[src/rtl/pfba_pkg.sv]
// ----------------------------------------------------------------------------
// pfba_pkg: shared types and constants of the page frame bitmap allocator
// Holds the request and response payloads, the request kinds and the
// command and status bundles between the controller and the datapath.
// ----------------------------------------------------------------------------
package pfba_pkg;

	// Geometry of the tracked memory.
	localparam int MAX_PAGES   = 65536;
	localparam int PAGE_BYTES  = 4096;
	localparam int STORE_BYTES = (MAX_PAGES + 7) / 8;

	// The bitmap is stored as rows of 64 page bits each.
	localparam int ROW_BITS  = 64;
	localparam int ROWS      = MAX_PAGES / ROW_BITS;
	localparam int ROW_AW    = $clog2(ROWS);
	localparam int COL_W     = $clog2(ROW_BITS);
	localparam int BYTE_COLS = ROW_BITS / 8;
	localparam int BYIX_W    = $clog2(BYTE_COLS);

	// Page index and page limit widths.
	localparam int PG_IX_W    = $clog2(MAX_PAGES);
	localparam int PAGE_W     = PG_IX_W + 1;
	localparam int BYTES_W    = PAGE_W - 3;
	localparam int PAGE_SHIFT = $clog2(PAGE_BYTES);

	// Field widths.
	localparam int KIND_W = 2;
	localparam int ADDR_W = 32;
	localparam int CNT_W  = 17;
	localparam int FA_W   = 28;
	localparam int CFG_W  = 14;

	localparam logic [CFG_W-1:0] BYTES_AT_RESET = CFG_W'(8192);

	// Request kinds.
	localparam logic [KIND_W-1:0] KIND_ALLOC = 2'd0;
	localparam logic [KIND_W-1:0] KIND_USED  = 2'd1;
	localparam logic [KIND_W-1:0] KIND_FREE  = 2'd2;

	typedef struct packed {
		logic [KIND_W-1:0] kind;
		logic [ADDR_W-1:0] start_address;
		logic [CNT_W-1:0]  page_count;
	} req_t;

	typedef struct packed {
		logic [FA_W-1:0] frame_address;
		logic            found;
	} rsp_t;

	// Commands from the controller to the datapath.
	typedef struct packed {
		logic load;
		logic init_wr;
		logic rd;
		logic chk;
		logic row_inc;
		logic wr_range;
		logic wr_alloc;
		logic res_set;
		logic res_found;
	} cmd_t;

	// Status from the datapath to the controller.
	typedef struct packed {
		logic init_last;
		logic alloc_empty;
		logic range_empty;
		logic row_last;
		logic row_free;
	} stat_t;

endpackage

[src/rtl/pfba_ctrl.sv]
// ----------------------------------------------------------------------------
// pfba_ctrl: controller of the page frame bitmap allocator
// Sequences the clearing pass after reset, the row scan of an allocation
// and the read-modify-write walk of a range request.
// ----------------------------------------------------------------------------
module pfba_ctrl (
	input  logic                         clk,
	input  logic                         arst_n,
	input  logic                         start,
	input  logic [pfba_pkg::KIND_W-1:0]  kind,
	input  pfba_pkg::stat_t              stat,
	output pfba_pkg::cmd_t               cmd,
	output logic                         busy,
	output logic                         done
);

	import pfba_pkg::*;

	typedef enum logic [2:0] {
		ST_INIT,
		ST_IDLE,
		ST_A_RD,
		ST_A_CHK,
		ST_A_BIT,
		ST_R_RD,
		ST_R_WR
	} state_t;

	state_t state_q, state_d;
	logic   done_q, done_d;

	// Next state and datapath commands.
	always_comb begin
		cmd     = '0;
		state_d = state_q;
		done_d  = 1'b0;
		case (state_q)
			ST_INIT: begin
				cmd.init_wr = 1'b1;
				if (stat.init_last) begin
					state_d = ST_IDLE;
				end
			end
			ST_IDLE: begin
				if (start) begin
					cmd.load = 1'b1;
					case (kind)
						KIND_ALLOC: begin
							if (stat.alloc_empty) begin
								cmd.res_set = 1'b1;
								done_d      = 1'b1;
							end else begin
								state_d = ST_A_RD;
							end
						end
						KIND_USED, KIND_FREE: begin
							if (stat.range_empty) begin
								cmd.res_set = 1'b1;
								done_d      = 1'b1;
							end else begin
								state_d = ST_R_RD;
							end
						end
						default: begin
							cmd.res_set = 1'b1;
							done_d      = 1'b1;
						end
					endcase
				end
			end
			ST_A_RD: begin
				cmd.rd  = 1'b1;
				state_d = ST_A_CHK;
			end
			ST_A_CHK: begin
				cmd.chk = 1'b1;
				if (stat.row_free) begin
					state_d = ST_A_BIT;
				end else if (stat.row_last) begin
					cmd.res_set = 1'b1;
					done_d      = 1'b1;
					state_d     = ST_IDLE;
				end else begin
					cmd.row_inc = 1'b1;
					state_d     = ST_A_RD;
				end
			end
			ST_A_BIT: begin
				cmd.wr_alloc  = 1'b1;
				cmd.res_set   = 1'b1;
				cmd.res_found = 1'b1;
				done_d        = 1'b1;
				state_d       = ST_IDLE;
			end
			ST_R_RD: begin
				cmd.rd  = 1'b1;
				state_d = ST_R_WR;
			end
			ST_R_WR: begin
				cmd.wr_range = 1'b1;
				if (stat.row_last) begin
					cmd.res_set = 1'b1;
					done_d      = 1'b1;
					state_d     = ST_IDLE;
				end else begin
					cmd.row_inc = 1'b1;
					state_d     = ST_R_RD;
				end
			end
			default: begin
				state_d = ST_IDLE;
			end
		endcase
	end

	// State and the registered result strobe.
	always_ff @(posedge clk or negedge arst_n) begin
		if (!arst_n) begin
			state_q <= ST_INIT;
			done_q  <= 1'b0;
		end else begin
			state_q <= state_d;
			done_q  <= done_d;
		end
	end

	assign busy = (state_q != ST_IDLE);
	assign done = done_q;

endmodule

[config.mk]
export PLATFORM = sky130hd
export DESIGN_NAME = pfba_ctrl
export DESIGN_NICKNAME = d
export VERILOG_FILES = /design/src/rtl/pfba_pkg.sv /design/src/rtl/pfba_ctrl.sv
export SDC_FILE = /design/constraint.sdc
export NUM_CORES = 1
export LEC_CHECK = 0
export CORE_AREA = 2 2 43 45
export CTS_CLUSTER_DIAMETER = 200
export DETAILED_ROUTE_END_ITERATION = 16
export DIE_AREA = 0 0 45 47
export DONT_BUFFER_PORTS = 1
export HOLD_SLACK_MARGIN = 0.15
export PLACE_DENSITY = 0.43
export RECOVER_POWER = 25
export SYNTH_ARGS = -nofsm -noshare
export SYNTH_HDL_FRONTEND = slang
export SYNTH_SLANG_ARGS = --single-unit
[constraint.sdc]
create_clock -name clk -period 1.2 [get_ports clk]
set_clock_uncertainty 0.15 [all_clocks]
set_input_delay 0.06 -clock clk [delete_from_list [all_inputs] [get_ports clk]]
set_output_delay 0.06 -clock clk [all_outputs]
set_load 0.03 [all_outputs]
-- After elaboration in Yosys (flattened, before gate mapping)
Cells that the tools add are included.
- bits in registers: 4
- input bits: 10
- word-level logic and storage cells: 47
- output and inout bits: 11
- reduce and logical (&&, ||, !) cells: 5
- mux-type cells: 26
- eq/ne operators: 14
- operators by type and width (cell ; count):
    2-to-1 mux 3 bit ; 6
    one-hot mux 3 bit (6 select lines) ; 1
    2-to-1 mux 1 bit ; 14
    equality test 3 bit, second input constant ; 3
    equality test 3 x 2 -> 1 bit, second input constant ; 2
    inequality test 3 x 1 -> 1 bit, second input constant ; 2
    inequality test 3 bit, second input constant ; 2
    one-hot mux 3 bit (2 select lines) ; 1
    AND reduction 5 bit ; 1
    inequality test 2 bit, second input constant ; 2
    one-hot mux 1 bit (2 select lines) ; 2
    one-hot mux 1 bit (4 select lines) ; 1
    OR reduction 2 bit ; 2
    equality test 3 x 1 -> 1 bit, second input constant ; 1
    logical NOT 3 bit ; 1
    equality test 2 x 1 -> 1 bit, second input constant ; 1
    equality test 2 bit, second input constant ; 1
    logical NOT 2 bit ; 1
    2-to-1 mux 2 bit ; 1

-- Depth between registers and ports, before layout
- depth after elaboration: 5
- depth in mapped cells: 5

-- Worst setup path after synthesis
Ideal clock, no wire load.
- kind: reg-to-output
- start point: reg state_q[0]
- end point: out cmd[4] (netlist bit)
- setup slack: -0.421 ns
- arrival: 1.411 ns
- stages on the path, launching flop included: 4
- path through: dfrtp_1 and3b_1 nand2b_1 a21oi_1
- RTL lines (what ; line ; text):
    start, declared ; pfba_ctrl.sv:29 ; state_t state_q, state_d;
    start signal, assigned ; pfba_ctrl.sv:122 ; state_q <= state_d;
    end, declared ; pfba_ctrl.sv:12 ; output pfba_pkg::cmd_t cmd,

==> results.yml <==
outcome:
  status: "finished with violations"
  violations: "negative setup slack"
setup_path:
  worstSetupEndpointType: "output pin"
  crit_chain: "nor2b_4 > buf_4 > a22o_4 > buf_12"
  slowest_stage: "dfrtp_2"
  critPathTopFamily: "flip-flops"
  r2r_start: "state_q[2]"
  critPathMaxStageDelay_ps: 430
  cp-startpoint: "state_q[0]"
  cp.arrival_ps: 1340
  crit_type: "reg -> out"
  path_buf_inv: 2
  crit_path_start_kind: "flip-flop"
  worstPathMaxFanout: 6
  worst_ep_required_time_ps: 990
worst_hold_path:
  min-delay-start: "kind[1]"
  hold_path_class: "in -> reg"
cts:
  cts_buffer_depth: 2
  clkSinkCount: 4
  hold_buffers: 10
  cts_tree: "yes"
  cts.clk_slew.worst_paths_ps: 40
  root_buffer: "clkbuf_4"
  htree_levels: 1
  cts_buffers: 3
  clk_latency_ps: 230
sta:
  slew_viol_final: 0
  finalSetupTns_ps: -2670
  post-route-period-util_pct: 129
  hold_viol: 0
  setup_slack_ps: -346
  timing.slew.headroom_pct: 71.0
  worst_pin_slew_ps: 435
  rsz0062_at_grt: "yes"
  setup_viol_count_final: 13
  max_freq_ghz: 0.647
  period_minus_slack_ps: 1550
synthesis:
  synth_nets: 58
  ys_seq_area_share_pct: 26.2
  avgSynthCellArea_um2: 8.30
  synth_cell_type_count: 24
  syn_inst: 46
  yosys_warnings: 0
  syn-cell-area_um2: 382
  ys_ff_latch: 4
route:
  post_drt_wl_per_cell_um: 11.3
  drc_errors: 0
  drtAntennaViolNets: 0
  vias_per_cell: 4.75
  drtIter0Drc: 2
  num_vias: 437
  wl_um: 1040
  dr.pass1.iters: 2
floorplan:
  die_x_um: 45
  die_y_um: 47
  ios: 21
  dieArea_mm2: 0.00212
  start_util_pct: 23.1
  core_mm2: 0.00165
  row_count: 15
grt:
  gr-usage-all-layers_pct: 10.9
  grt_pass1_wl_um: 1720
  antenna_found_initial: 0
  grt_max_degree: 8
  grt_pass1_vias: 416
  overflow: 0
finish:
  fin_area_um2: 808
  layout-drive-gt1-share_pct: 57.3
  fin_nets: 89
  area_delta_synth_final_pct: 112
  antenna_cells: 0
  fill_cells: 170
  final_cell_mix: "dlygate4sd3_1 (10), buf_6 (10), buf_4 (7), nand2_1 (5)"
  final_core_util_pct: 48.9
  ff_latch_area_um2: 104
  multi_input_area_um2: 324
power:
  power.density_mw_per_mm2: 2320
  p_leak_nw: 0.362
  power_w: 0.00187
  irDropWorstVdd_mv: 1.05
placed_design:
  dp_slack_ps: -167
  gp_congestion: 0.738
  io_buffers: 0
  place_area_um2: 576
  dp_hpwl_um: 747
run:
  max_cap_violations: 0
==> tightest hold or removal path: cells and delay by family <==
family,cells,cell delay [ps]
adder cells (fa/ha/maj),1,110
AO/OA/AOI/OAI,2,260
==> what timing repair did <==
action,CTS,global route
hold endpoints to repair,9,1
pin swaps,3,2
setup endpoints to repair,13,14
gates resized for setup,14,11
setup buffers,1,2
==> synth_stat cells <==
master	instances	area (µm²)
nor4bb_1	1	10.0
and3b_1	1	8.76
a2bb2oi_1	1	8.76
nor2_1	4	15.0
buf_4	3	22.5
nand3b_1	2	15.0
a221oi_1	2	17.5
nand2_2	1	6.26
a21oi_1	1	5.00
ha_1	2	25.0
nor2b_4	1	13.8
a22o_1	1	8.76
nand2b_1	3	18.8
o31ai_2	1	12.5
buf_2	1	5.00
inv_1	3	11.3
o311a_1	1	10.0
o21ai_1	2	10.0
nand2_1	5	18.8
nor3_1	1	5.00
o21ai_0	1	5.00
dfrtp_1	4	100
and4b_1	1	10.0
nor2b_1	3	18.8
==> through the flow <==
| stage | instances | hold slack, ps |
|---|---|---|
| floorplan | 46 | -386 |
| global placement | 77 | -386 |
| detailed placement | 77 | -386 |
| CTS | 91 | 108 |
| global route | 92 | 133 |
| finish | 92 | 96.9 |
==> routing by layer <==
metal	share of wire (%)	vias to the layer above	track usage, %
met5	0	-	0
met4	0	0	1.76
met3	4.9	0	2.31
met2	56	11	19.1
met1	39	205	13.9
li1	-	221	-
==> state kept, by name, summed over array words and instances (netlist names) <==
signal	cells
done	1
state_q	3
==> cell type report <==
type	instances	area share (%)
clock buffer	3	2.79
inverter	3	1.39
tap	17	2.63
multi-input combinational	35	40.1
sequential	4	12.8
timing repair buffer	30	40.2
==> report_power, final <==
part	leakage, nW	switching, W	internal (W)	total (W)
sequential	0.0462	0.000105	0.000198	0.000303
combinational	0.302	0.000648	0.000765	0.00141
clock	0.0138	0.0000468	0.000111	0.000158
total	0.362	0.000799	0.00107	0.00187
==> path summary, 6_finish.rpt <==
kind                               to  slack [ps]  cells after the start
max in group asynchronous  state_q[1]         240                      2
max reg2reg                state_q[2]        -160                      4
min in group asynchronous        done         490                      2
min reg2reg                      done         520                      2
max                            cmd[6]        -350                      4
min                              done         100                      3
==> cell families after synthesis <==
family / share of synthesized area, %
buffers and inverters: 10.2
and+or+nand+nor: 36.7
DFF: 26.2
adders and majority gates: 6.56
AOI/OAI and AO/OA: 20.3
Note: power is estimated with default switching activity, not from simulation.
